==> src/e2h_pkg.sv <==
// ----------------------------------------------------------------------------
// e2h_pkg
// Shared types, constants and helper functions for the equatorial to
// horizontal coordinate converter.
// ----------------------------------------------------------------------------
package e2h_pkg;

   // default angle word width and CORDIC depth
   localparam int ANGLE_BITS_DEFAULT        = 32;
   localparam int CORDIC_ITERATIONS_DEFAULT = 32;

   // CORDIC vector width (signed Q30 with headroom for gain and overshoot)
   localparam int VW = 34;

   // front pipeline depth and queue depth
   localparam int FRONT_STAGES = 10;
   localparam int QUEUE_DEPTH  = 4;

   localparam int CSR_INDEX_BITS = 1;

   // time base constants
   localparam logic [63:0] J2000_UNIX      = 64'd946728000;
   localparam logic [31:0] SEC_PER_CENTURY = 32'd3155760000;
   localparam logic [38:0] POLY_SPAN       = 39'd1 << 38;

   // reciprocal of seconds per century, centuries per second * 2^64
   localparam logic [32:0] T_RECIP = 33'((128'd1 << 64) / 128'd3155760000);

   // sidereal time polynomial coefficients
   localparam logic [63:0] GMST_C0 =
      64'((128'd28046061837 << 64) / 128'd36000000000);
   localparam logic [47:0] GMST_RATE =
      48'((128'd36098564736629 << 64) / 128'd3110400000000000000);
   localparam logic [28:0] GMST_QUAD =
      29'(((128'd387933 << 64) / 128'd360000000000) >> 16);
   localparam logic [22:0] GMST_CUBE =
      23'(((128'd1 << 64) / 128'd13935600000) >> 8);

   localparam logic [63:0] INV_TWO_PI_Q64 = 64'h28BE60DB9391054A;
   localparam logic signed [VW-1:0] INV_GAIN_Q30 = VW'(652032874);

   // configuration register indexes
   typedef enum logic [CSR_INDEX_BITS-1:0] {
      CSR_LONGITUDE,
      CSR_LATITUDE
   } csr_index_type;

   // queue status seen by both sides
   typedef struct packed {
      logic full;
      logic empty;
   } q_status_type;

   typedef struct packed {
      logic signed [63:0] unix_seconds;
      logic        [31:0] ra_turns;
      logic signed [31:0] declination;
   } req_payload_type;

   typedef struct packed {
      logic signed [31:0] altitude;
      logic        [31:0] azimuth;
   } rsp_payload_type;

   // Q30 product, floored
   function automatic logic signed [VW-1:0] mulq(input logic signed [VW-1:0] a,
                                                 input logic signed [VW-1:0] b);
      logic signed [2*VW-1:0] p;
      p = a * b;
      return p[VW+29:30];
   endfunction

   // arctangent of 2^-i as a fraction of a turn, rounded to bits
   function automatic logic [63:0] atan_entry(input int unsigned i,
                                              input int unsigned bits);
      logic [63:0]  rad;
      logic [63:0]  term;
      logic [127:0] prod;
      logic [64:0]  t64;
      int unsigned  e;
      int unsigned  k;
      rad = '0;
      for (k = 0; k < 32; k++) begin
         e = i * (2 * k + 1);
         if (e <= 62) begin
            term = (64'd1 << (62 - e)) / 64'(2 * k + 1);
            if (k[0]) begin
               rad = rad - term;
            end else begin
               rad = rad + term;
            end
         end
      end
      prod = {64'd0, rad} * {64'd0, INV_TWO_PI_Q64};
      t64  = {1'b0, prod[125:62]};
      t64  = t64 + (65'd1 << (63 - bits));
      if (i == 0) begin
         return 64'd1 << (bits - 3);
      end
      return 64'(t64 >> (64 - bits));
   endfunction

endpackage

==> src/e2h_queue.sv <==
// ----------------------------------------------------------------------------
// e2h_queue
// Short request queue between the front and back pipelines.
// ----------------------------------------------------------------------------
module e2h_queue #(
   parameter int WIDTH = e2h_pkg::ANGLE_BITS_DEFAULT + 32
) (
   input  logic                  clock,
   input  logic                  reset,
   input  logic                  push,
   input  logic [WIDTH-1:0]      push_data,
   input  logic                  pop,
   output logic [WIDTH-1:0]      pop_data,
   output e2h_pkg::q_status_type status
);

   localparam int PW = $clog2(e2h_pkg::QUEUE_DEPTH);
   localparam int CW = $clog2(e2h_pkg::QUEUE_DEPTH + 1);

   logic [WIDTH-1:0] mem_ff [e2h_pkg::QUEUE_DEPTH];
   logic [PW-1:0]    wr_ptr_ff;
   logic [PW-1:0]    rd_ptr_ff;
   logic [CW-1:0]    cnt_ff;
   logic             do_push;
   logic             do_pop;

   assign status.full  = (cnt_ff == CW'(e2h_pkg::QUEUE_DEPTH));
   assign status.empty = (cnt_ff == '0);
   assign do_push      = push && !status.full;
   assign do_pop       = pop && !status.empty;
   assign pop_data     = mem_ff[rd_ptr_ff];

   // store incoming request
   always_ff @(posedge clock) begin
      if (do_push) begin
         mem_ff[wr_ptr_ff] <= push_data;
      end
   end

   // advance pointers and fill count
   always_ff @(posedge clock) begin
      if (reset) begin
         wr_ptr_ff <= '0;
         rd_ptr_ff <= '0;
         cnt_ff    <= '0;
      end else begin
         if (do_push) begin
            wr_ptr_ff <= wr_ptr_ff + PW'(1);
         end
         if (do_pop) begin
            rd_ptr_ff <= rd_ptr_ff + PW'(1);
         end
         if (do_push && !do_pop) begin
            cnt_ff <= cnt_ff + CW'(1);
         end else if (!do_push && do_pop) begin
            cnt_ff <= cnt_ff - CW'(1);
         end
      end
   end

endmodule

==> config.mk <==
export PLATFORM = sky130hd
export DESIGN_NAME = e2h_queue
export DESIGN_NICKNAME = d
export VERILOG_FILES = /design/src/e2h_pkg.sv /design/src/e2h_queue.sv
export SDC_FILE = /design/constraint.sdc
export NUM_CORES = 1
export LEC_CHECK = 0
export ABC_AREA = 1
export BUFFER_PORTS_ARGS = -buffer_cell sky130_fd_sc_hd__buf_2
export CAP_MARGIN = 5
export CORE_MARGIN = 3
export CORE_UTILIZATION = 25
export DETAILED_ROUTE_END_ITERATION = 7
export REMOVE_ABC_BUFFERS = 1
export SYNTH_ARGS = -nofsm -noshare
export SYNTH_HDL_FRONTEND = slang
export SYNTH_SLANG_ARGS = --single-unit
==> constraint.sdc <==
create_clock -name clock -period 4.2 [get_ports clock]
set_clock_uncertainty 0.1 [all_clocks]
set_input_delay 0.42 -clock clock [delete_from_list [all_inputs] [get_ports clock]]
set_output_delay 0.42 -clock clock [all_outputs]
set_load 0.1 [all_outputs]
==> metrics.md, run 1 <==
| Metric | Value |
|---|---|
| Pin count of the biggest net entering global routing | `129` |
| Core outline area | `39100 sq um` |
| Final weighted congestion of routability-driven global placement | `0.676` |
| Hold path startpoint | `push` |
| Violation count after the first detailed-route iteration | `397` |
| Sum of routed wire length over all layers | `23.0 mm` |
| Required time at the endpoint of the critical path | `3.68 ns` |
| Area growth from synthesis to final layout | `27.4%` |
| Highest Clock Rate | `325 MHz` |
| FF+latch count, synth | `265` |
| Average cell area after synthesis | `14.5 sq um` |
| Cell depth of the worst hold path | `4` |
| Residual antenna-violating net count after detailed routing | `0` |
| R2R setup slack | `1.78 ns` |
| Critical setup path kind | `reg2out` |
| Leakage power | `0.00442 uW` |
| Final Critical Period | `slightly above 3 ns` |
| Chain of cells forming the critical path | `inv_4, buf_12, nor2_1, o22ai_1, buf_2` |
| Ratio of final minimum period to clock period | `73.3%` |
| Total Power | `9630 uW` |
| Die W | `206 microns` |
| GRT Resource Usage Total | `10.6%` |
| Yosys cell types | `21` |
| Longest Clk Path Bufs | `3` |
| Clock input transition at the sequential cells of the worst setup and hold paths | `0.06 ns` |
| Outcome | `complete, no violations` |
| Max cap viols | `0` |
| Final count of hold timing violations | `0` |
| Final-report setup violation count | `0` |
| Wire length of the first global-routing pass | `35.0 mm` |
| Cell Pwr Density | `757 nW/um^2` |
| Number of primary I/O pins | `134` |
| Unrepaired setup endpoints after global routing | `no` |
| Filler instances | `3855` |
| TritonCTS clock tree | `done` |
| Post-synthesis sequential area ratio | `roughly 80%` |
| Inserted Diodes | `0` |
| Standard-cell rows | `around 70` |
| Number of vias after detailed routing | `6216` |
| Endpoint of the worst-slack reg-to-reg timing path | `mem_ff[3][42]$_DFFE_PP_` |
| Gates resized, CTS repair | `0` |
| Startpoint of the lowest-slack register-to-register path | `cnt_ff[1]$_SDFFE_PP0P_` |
| Slowest-stage cell, CP | `dfxtp_4` |
| Capturing element type of the critical path | `primary output` |
| Kind of launch point of the worst setup path | `flop` |
| H-tree depth | `1` |
| CP arrival | `2.56 ns` |
| Clock buffers created by TritonCTS | `28` |
| Initial antenna violation count | `1` |
| Die Ht | `206 microns` |
| # nets final | `959` |
| Count of mapped cells out of synthesis | `689` |
| Leftover overflow at the end of global routing | `0` |
| Worst-case vdd ir drop | `0.000571 V` |
| Cell at the root of the clock tree | `clkbuf_16` |
| Clock sink total | `~270` |
| Detail-routed net length per standard cell | `16.1 microns` |
| Max-slew violation count | `0` |
| Warnings, synthesis | `0` |
| Design area | `about 13000 sq um` |
| Crit path max fanout | `between 100 and 150` |
| Max_slew headroom | `about a quarter` |
| Transition at the pin with the smallest max-transition slack | `1.10 ns` |
| Crit path largest cell delay | `0.49 ns` |
| Via count of the first global-routing pass | `approximately 6200` |
| Via count normalized by instance count | `4.36` |
| DR pass1 iterations | `4` |
| Final routed DRC violation total | `0` |
| Footprint of the multi-input gates | `1800 sq um` |
| Half-perimeter wire length of the detailed placement result | `12.0 mm` |
| Synthesized area | `roughly 10000 sq um` |
| Hold WC Path Type | `in2reg` |
| Post-CTS setup buffer count | `0` |
| Starting density of the core | `around 26%` |
| Placed Area | `between 10000 and 15000 sq um` |
| Total die area | `42400 sq um` |
| Register-to-Register Path Depth | `5` |
| Share of final-layout standard cells stronger than drive strength 1 | `20.6%` |
| Flip-flop and latch area | `7870 sq um` |
| Worst-skew pair later-pin latency | `0.54 ns` |
| IO Port Bufs | `~130` |
| Hold endpoint | `wr_ptr_ff[1]$_SDFFE_PP0P_` |
| Cts hold-fix bufs | `65` |
-- worst max-delay path: cells and delay by family (launching register included) --
family / cells / cell delay, ns
buffers and inverters: 3 / 1.06
flip-flops: 1 / 0.49
AO/OA/AOI/OAI: 1 / 0.26
AND/OR/NAND/NOR: 1 / 0.09
-- metrics by stage --
step | hold slack (ns) | util (%) | setup WS [ns] | cells | setup TNS, ns
floorplan | 0.359 | - | -0.351 | 648 | -19.91
CTS | 0.0600 | 32.5 | 1.02 | 1425 | 0
finish | 0.0866 | 32.5 | 1.12 | 1425 | 0
global placement | 0.397 | 28.5 | 1.69 | 1308 | 0
global route | 0.0840 | 32.5 | 0.892 | 1425 | 0
detailed placement | 0.401 | 28.5 | 1.61 | 1308 | 0
-- final cells by class --
cell class,instances,area share [%]
clock buffer,41,6.14
clock inverter,11,1.05
inverter,18,0.551
multi-input combinational,365,14.1
sequential,265,61.9
tap,518,5.09
timing repair buffer,207,11.2
-- logic make-up (layout without fill, tap and decap cells) --
logic type / Yosys count / after routing / share of synthesized area [%]
adders and majority gates: 6 / 6 / 0.827
AOI/OAI and AO/OA: 196 / 196 / 10.6
buffers and inverters: 59 / 277 / 3.53
xor gates and xnor gates: 1 / 1 / 0.0877
DFF: 265 / 265 / 78.8
and+or+nand+nor: 162 / 162 / 6.17
-- placed cells by master (no fill, tap or decap) --
master | Yosys | layout
a21oi_1 | 3 | 3
buf_12 | 0 | 3
buf_2 | 7 | 133
buf_4 | 3 | 6
bufinv_16 | 0 | 3
clkbuf_1 | 14 | 11
clkbuf_16 | 0 | 29
clkbuf_8 | 0 | 1
clkinv_1 | 1 | 4
clkinv_2 | 0 | 1
clkinv_4 | 0 | 1
clkinvlp_4 | 0 | 2
dfxtp_1 | 9 | 7
dfxtp_2 | 0 | 1
dfxtp_4 | 0 | 1
dlygate4sd3_1 | 0 | 65
edfxtp_1 | 256 | 256
fa_1 | 1 | 1
ha_1 | 5 | 5
inv_1 | 16 | 16
inv_2 | 0 | 1
inv_4 | 1 | 1
nand2_1 | 15 | 15
nand3_1 | 4 | 4
nand3b_1 | 1 | 1
nor2_1 | 142 | 138
nor2_4 | 0 | 4
o21ai_0 | 73 | 73
o21ai_1 | 56 | 56
o22ai_1 | 64 | 64
xor2_1 | 1 | 1
-- synthesized netlist by cell type --
cell	count	area, sq um
clkbuf_1	14	52.6
clkinv_1	1	3.75
fa_1	1	20.0
nand3_1	4	20.0
buf_2	7	35.0
ha_1	5	62.6
inv_4	1	6.26
o22ai_1	64	400
xor2_1	1	8.76
clkbuf_2	3	15.0
buf_4	3	22.5
inv_1	16	60.1
o21ai_0	73	365
dfxtp_1	9	180
nor2_1	142	533
buf_6	14	158
nand2_1	15	56.3
a21oi_1	3	15.0
o21ai_1	56	280
nand3b_1	1	7.51
edfxtp_1	256	7690
-- sequential cells by signal, indices dropped and copies added (netlist names), named ones only --
signal and flops:
wr_ptr_ff 2, cnt_ff 3, mem_ff 256, rd_ptr_ff 2
-- power by group --
part	total, uW	switching, uW	internal [uW]
sequential	3330	112	3220
combinational	3870	3280	593
clock	2430	961	1470
total	9630	4350	5280
-- worst max path at each step --
stage / to / slack, ns / cells past startpoint
floorplan: pop_data[48] / -0.35 / 3
global route: pop_data[49] / 0.89 / 5
CTS: pop_data[49] / 1.02 / 5
global placement: pop_data[49] / 1.69 / 5
finish: pop_data[24] / 1.12 / 5
detailed placement: pop_data[49] / 1.61 / 5
-- layer usage --
metal  part of all wire [%]  track usage (%)  wire length, microns  vias to the layer above
met4                    2.1             2.98                   483                        2
met2                     47             17.7                 10800                      135
met3                    4.9             1.94                  1120                       39
met5                  0.057                0                    13                        -
li1                       -                -                     -                     2968
met1                     46             14.1                 10600                     3072
Note: power is estimated with default switching activity, not from simulation.
==> run 2, diff against run 1 <==
clock period = 2.9 ns   (was 4.2 ns; I/O delays follow)
==> run 2 against run 1 <==
Effect of this change:
- final cell count up 0.77%
- global-route usage rose by 0.23 points
- combinational power grew 92%
- non-clock buffer count is 9 higher
- count of clock-buffer cells in the layout is 8 lower
- largest power group unchanged
- die area did not move
- total power rose by 65%
- routed wire length is 5.1% higher
- sequential cell count unchanged
- clock power rose by 50%
- utilization rose by 3.1 points
==> metrics.md, run 2 (synthesis gave the netlist of run 1 again) <==
| Metric | Value |
|---|---|
| Leftover overflow at the end of global routing | `0 (unchanged)` |
| Net load switching power | `6720 uW (+55%)` |
| Largest registers | `mem_ff: 256 flops, cnt_ff: 3 flops` |
| Number of primary I/O pins | `134 (unchanged)` |
| Most frequent cells in the layout | `edfxtp_1 (256), nor2_1 (138), buf_12 (74)` |
| Clock buffers created by TritonCTS | `29 (+3.6%)` |
| Worst hold slack across all endpoints | `0.377 ns (+0.291 ns)` |
| Required time at the endpoint of the critical path | `2.51 ns (-1.17 ns)` |
| H-tree depth | `1 (unchanged)` |
| Design area | `13900 sq um (+9.5%)` |
| Max_slew headroom | `67.6% (+41 points)` |
| Worst-skew pair later-pin latency | `0.53 ns (about the same)` |
| Standard-cell rows | `72 (unchanged)` |
| Half-perimeter wire length of the detailed placement result | `13.1 mm (+8.7%)` |
| Ratio of final minimum period to clock period | `92.8%` |
| Largest reg by FF count | `mem_ff` |
| Transition at the pin with the smallest max-transition slack | `0.489 ns (-0.615 ns)` |
| DR pass1 iterations | `6 (+2)` |
| Most common library cell in the layout ignoring fill and taps | `edfxtp_1` |
| Number of vias after detailed routing | `6286 (+1.1%)` |
| Initial antenna violation count | `3 (+2)` |
| Startpoint of the lowest-slack register-to-register path | `cnt_ff[1]$_SDFFE_PP0P_` |
| Setup TNS | `0 ns (unchanged)` |
| Highest Clock Rate | `372 MHz` |
| Placed Area | `12300 sq um (+9.8%)` |
| Unrepaired setup endpoints after global routing | `no` |
| Worst-case vdd ir drop | `0.00102 V (+78%)` |
| Internal Pwr Total | `9150 uW (+73%)` |
| GRT Resource Usage Total | `10.8% (+0.23 points)` |
| Core outline area | `39100 sq um (unchanged)` |
| Max-slew violation count | `0 (unchanged)` |
| Starting density of the core | `25.6% (unchanged)` |
| Capturing element type of the critical path | `primary output` |
| IO Port Bufs | `133 (unchanged)` |
| Crit path max fanout | `56 (-56%)` |
| Clock group share of total power | `23.0% (-2.2 points)` |
| Kind of launch point of the worst setup path | `flop` |
| Outcome | `complete, no violations` |
| Final weighted congestion of routability-driven global placement | `0.727 (+7.5%)` |
| Residual antenna-violating net count after detailed routing | `0 (unchanged)` |
| Wire length of the first global-routing pass | `35.4 mm (+1.2%)` |
| Share of final-layout standard cells stronger than drive strength 1 | `21.9% (+1.3 points)` |
| Longest Clk Path Bufs | `3 (unchanged)` |
| Post-CTS setup buffer count | `0 (unchanged)` |
| Final-report setup violation count | `0 (unchanged)` |
| Detail-routed net length per standard cell | `16.8 microns (+4.3%)` |
| Area growth from synthesis to final layout | `39.6%` |
| Switching part of the total | `42.4% (-2.8 points)` |
| # nets final | `969 (+1.0%)` |
| Number of flip-flops in the largest register | `256 (unchanged)` |
| Power share of the sequential group | `30.3% (-4.3 points)` |
| Leakage power | `0.00489 uW (+11%)` |
| Via count of the first global-routing pass | `6235 (+0.18%)` |
| Hold path startpoint | `push_data[9]` |
| Sum of routed wire length over all layers | `24.2 mm (+5.1%)` |
| CP arrival | `2.30 ns (-0.26 ns)` |
| TritonCTS clock tree | `done` |
| Final Critical Period | `between 2 and 3 ns` |
| Clock input transition at the sequential cells of the worst setup and hold paths | `0.06 ns (about the same)` |
| Die W | `206 microns (unchanged)` |
| Final design utilization | `35.7% (+3.1 points)` |
| Violation count after the first detailed-route iteration | `345 (-13%)` |
| Clock sink total | `265 (unchanged)` |
| Total die area | `42400 sq um (unchanged)` |
| Pin count of the biggest net entering global routing | `99 (-23%)` |
| Cell at the root of the clock tree | `clkbuf_16` |
| Final routed DRC violation total | `0 (unchanged)` |
| Final count of hold timing violations | `0 (unchanged)` |
| Part of the total power dissipated in combinational logic | `46.7% (+6.5 points)` |
| Cell Pwr Density | `1140 nW/um^2 (+50%)` |
| Critical setup path kind | `reg2out` |
| Max cap viols | `0 (unchanged)` |
| Hold WC Path Type | `in2reg` |
| Via count normalized by instance count | `4.38 (+0.35%)` |
| Die Ht | `206 microns (unchanged)` |
run 2: timing repair:
item	4_1_cts	5_1_grt
endpoints found under the setup margin	0	4
hold endpoints to repair	265	0
gates resized for setup	0	3
hold buffers	68	0
run 2: area by class of cell:
type	count	area (sq um)
fill	3730	25200
sequential	265	7870
timing repair buffer	216	2580
multi-input combinational	365	1810
clock buffer	33	741
tap	518	648
clock inverter	19	214
inverter	18	72.6
antenna	2	5.00
run 2: worst max-delay path: stages (launching register included):
cell and delay [ns]:
dfxtp_4 0.47, inv_6 0.29, buf_12 0.31, nor2_1 0.07
o22ai_1 0.33, buf_12 0.23
run 2: metal layers:
layer	track usage [%]	vias to the layer above	share of wire (%)	wire length, microns
met1	14.2	3080	44	10700
met4	3.22	2	2.0	475
li1	-	2987	-	-
met3	2.54	32	6.2	1500
met5	0	-	0.054	13
met2	17.8	185	47	11500
run 2: through the flow:
step           instances  worst slack, ns  power, uW
2_1_floorplan        648            -1.52       9370
3_3_place_gp        1313            0.648      12200
3_5_place_dp        1313            0.635      12200
4_1_cts             1433          0.00615      16000
5_1_grt             1436           0.0302      16500
6_report            1436            0.209      15900
run 2: worst paths after layout:
kind	endpoint	slack (ns)	cells after the start
worst max-delay path	pop_data[13]	0.21	5
worst min-delay path	mem_ff[0][9]$_DFFE_PP_	0.38	2
worst max register to register	cnt_ff[1]$_SDFFE_PP0P_	0.65	9
worst min register to register	rd_ptr_ff[0]$_SDFFE_PP0P_	0.41	2
run 2: power groups by stage:
| stage | sequential [uW] | clock [uW] | combinational (uW) |
|---|---|---|---|
| 2_1_floorplan | 4970 | 0 | 4410 |
| 3_3_place_gp | 4870 | 0 | 7300 |
| 3_5_place_dp | 4880 | 0 | 7330 |
| 4_1_cts | 4800 | 3770 | 7420 |
| 5_1_grt | 4840 | 3950 | 7720 |
| 6_report | 4810 | 3650 | 7420 |
==> run 3, diff against run 2 <==
ABC_AREA = default   (was 1)
==> run 3 against run 2 <==
Effect of this change:
- synthesized cell count decreased by 45%
- register-to-register slack got worse by 0.20 ns
- final area decreased by 8.8%
- combinational power decreased by 27%
- critical endpoint is now pop_data[57]
- largest power group unchanged
==> metrics.md, run 3 <==
| Metric | Value |
|---|---|
| Core outline area | `38100 sq um (-2.5%)` |
| FF+latch count, synth | `265 (unchanged)` |
| Final weighted congestion of routability-driven global placement | `0.669 (-7.9%)` |
| Clock buffers created by TritonCTS | `28 (-3.4%)` |
| IO Port Bufs | `133 (unchanged)` |
| Detail-routed net length per standard cell | `17.2 microns (+2.3%)` |
| Share of final-layout standard cells stronger than drive strength 1 | `40.2% (+18 points)` |
| Final-report setup violation count | `0 (unchanged)` |
| Sum of routed wire length over all layers | `19.7 mm (-19%)` |
| GRT Resource Usage Total | `9.42% (-1.4 points)` |
| Design area | `12700 sq um (-8.8%)` |
| Post-synthesis sequential area ratio | `80.5% (+1.7 points)` |
| Worst-skew pair later-pin latency | `0.53 ns (about the same)` |
| Violation count after the first detailed-route iteration | `212 (-39%)` |
| Half-perimeter wire length of the detailed placement result | `11.5 mm (-12%)` |
| Required time at the endpoint of the critical path | `2.51 ns (about the same)` |
| Worst-case vdd ir drop | `0.000588 V (-42%)` |
| Standard-cell rows | `71 (-1.4%)` |
| Max_slew headroom | `65.0% (-2.6 points)` |
| Cell Pwr Density | `1080 nW/um^2 (-5.4%)` |
| Cell at the root of the clock tree | `clkbuf_16` |
| Number of enable flip-flop cells after synthesis | `256 (unchanged)` |
| Initial antenna violation count | `3 (unchanged)` |
| Warnings, synthesis | `0 (unchanged)` |
| Largest registers | `mem_ff: 256 flops, cnt_ff: 3 flops` |
| Via count of the first global-routing pass | `5078 (-19%)` |
| Kind of launch point of the worst setup path | `flop` |
| Hold WC Path Type | `in2reg` |
| Area contributors post-synth | `edfxtp_1 (79%), mux4_2 (14%), dfxtp_1 (1.8%)` |
| Setup TNS | `0 ns (unchanged)` |
| Pin count of the biggest net entering global routing | `60 (-39%)` |
| Leftover overflow at the end of global routing | `0 (unchanged)` |
| Transition at the pin with the smallest max-transition slack | `0.528 ns (+0.0390 ns)` |
| Area growth from synthesis to final layout | `30.1%` |
| Clock input transition at the sequential cells of the worst setup and hold paths | `0.06 ns (about the same)` |
| H-tree depth | `1 (unchanged)` |
| Starting density of the core | `25.7% (+0.11 points)` |
| CP arrival | `2.13 ns (-0.17 ns)` |
| Final count of hold timing violations | `0 (unchanged)` |
| Die Ht | `204 microns (-1.0%)` |
| Die W | `204 microns (-1.0%)` |
| Clock sink total | `265 (unchanged)` |
| Wire length of the first global-routing pass | `30.1 mm (-15%)` |
| Most common library cell in the layout ignoring fill and taps | `edfxtp_1` |
| Unrepaired setup endpoints after global routing | `no` |
| Count of mapped cells out of synthesis | `382 (-45%)` |
| Final Critical Period | `2.52 ns (-0.171 ns)` |
| Number of primary I/O pins | `134 (unchanged)` |
| Yosys cell types | `24 (+14%)` |
| Count leader, synth | `edfxtp_1` |
| Share of Yosys cell area claimed by the top area cell type | `78.6% (+1.7 points)` |
| # nets final | `685 (-29%)` |
| Total die area | `41500 sq um (-2.1%)` |
| Residual antenna-violating net count after detailed routing | `0 (unchanged)` |
| DR pass1 iterations | `4 (-2)` |
| Max-slew violation count | `0 (unchanged)` |
| Ratio of final minimum period to clock period | `86.9% (-5.9 points)` |
| Highest Clock Rate | `397 MHz (+6.8%)` |
| Max cap viols | `0 (unchanged)` |
| Number of vias after detailed routing | `4667 (-26%)` |
| Leakage power | `0.00426 uW (-13%)` |
| Most frequent cells in the layout | `edfxtp_1 (256), buf_2 (133), dlygate4sd3_1 (66)` |
| Post-synth ARST share | `0% (unchanged)` |
| Synth Flop Type | `edfxtp_1` |
| Number of flip-flops in the largest register | `256 (unchanged)` |
| Top cell type by total area after synthesis | `edfxtp_1` |
| Critical setup path kind | `reg2out` |
| Outcome | `complete, no violations` |
| Via count normalized by instance count | `4.09 (-6.6%)` |
| Final routed DRC violation total | `0 (unchanged)` |
| Placed Area | `11100 sq um (-9.5%)` |
| Average cell area after synthesis | `25.6 sq um (+77%)` |
| Longest Clk Path Bufs | `3 (unchanged)` |
| Synthesized area | `9780 sq um (-2.1%)` |
| Crit path max fanout | `7 (-88%)` |
| Largest reg by FF count | `mem_ff` |
| Gates resized, CTS repair | `0 (unchanged)` |
| List of most frequent post-synthesis cells | `edfxtp_1 (256), mux4_2 (60), dfxtp_1 (9)` |
| TritonCTS clock tree | `done` |
| Capturing element type of the critical path | `primary output` |
## run 3: area by class of cell
cell class | instances | area, sq um
diodes | 1 | 2.50
clock buffers | 37 | 756
clock inverters | 12 | 159
fillers | 3592 | 25400
inverters | 4 | 15.0
multi-input cells | 98 | 1740
flip-flops and latches | 265 | 7880
well taps | 511 | 639
repair buffers | 214 | 1540
## run 3: metrics by stage
step | setup slack (ns) | instances | utilization (%) | power [uW] | hold WS (ns)
2_1_floorplan | -1.48 | 367 | - | 9230 | 0.259
3_3_place_gp | 0.560 | 1021 | 29.1 | 10200 | 0.402
3_5_place_dp | 0.481 | 1021 | 29.1 | 10200 | 0.404
4_1_cts | 0.0453 | 1136 | 33.2 | 13900 | 0.00415
5_1_grt | 0.236 | 1142 | 33.4 | 14200 | 0.0632
6_report | 0.381 | 1142 | 33.4 | 13700 | 0.0417
## run 3: routing by layer
metal  up-vias  global-route usage (%)  part of all wire, %
met5         -                       0                 0.12
met1      2426                    12.6                   44
met4         4                    2.56                  1.9
met2       114                    15.2                   48
met3        31                    2.59                  5.9
li1       2092                       -                    -
## run 3: logic make-up (layout without fill, tap and decap cells)
family | after synthesis | in the layout | synth area share, %
buf+inv | 19 | 267 | 1.89
mux | 66 | 66 | 15.1
flops | 265 | 265 | 80.5
compound gates | 6 | 6 | 0.422
simple gates | 16 | 16 | 0.921
fa+ha+maj | 6 | 6 | 0.845
other cells | 0 | 1 | 0
xor+xnor | 4 | 4 | 0.358
## run 3: worst max-delay path, stage by stage (launching register included)
cell and delay [ns]:
dfxtp_4 0.41, buf_4 0.19, buf_12 0.14, mux4_1 0.55, buf_2 0.31
## run 3: power by group
part / internal (uW) / switching, uW
clock: 2170 / 1380
combinational: 1240 / 4160
sequential: 4610 / 133
## run 3: worst paths after layout
check / cells past startpoint / endpoint / slack (ns) / from
worst max register to register: 8 / cnt_ff[2]$_SDFFE_PP0P_ / 0.45 / cnt_ff[0]$_SDFFE_PP0P_
worst max-delay path: 4 / pop_data[57] / 0.38 / flop
worst min-delay path: 4 / rd_ptr_ff[0]$_SDFFE_PP0P_ / 0.04 / pop
worst min register to register: 2 / wr_ptr_ff[1]$_SDFFE_PP0P_ / 0.43 / wr_ptr_ff[1]$_SDFFE_PP0P_
## run 3: what timing repair did
action	in CTS	in global routing
endpoints found under the setup margin	0	1
hold buffers	66	0
setup buffers	0	5
endpoints found under the hold margin	264	0
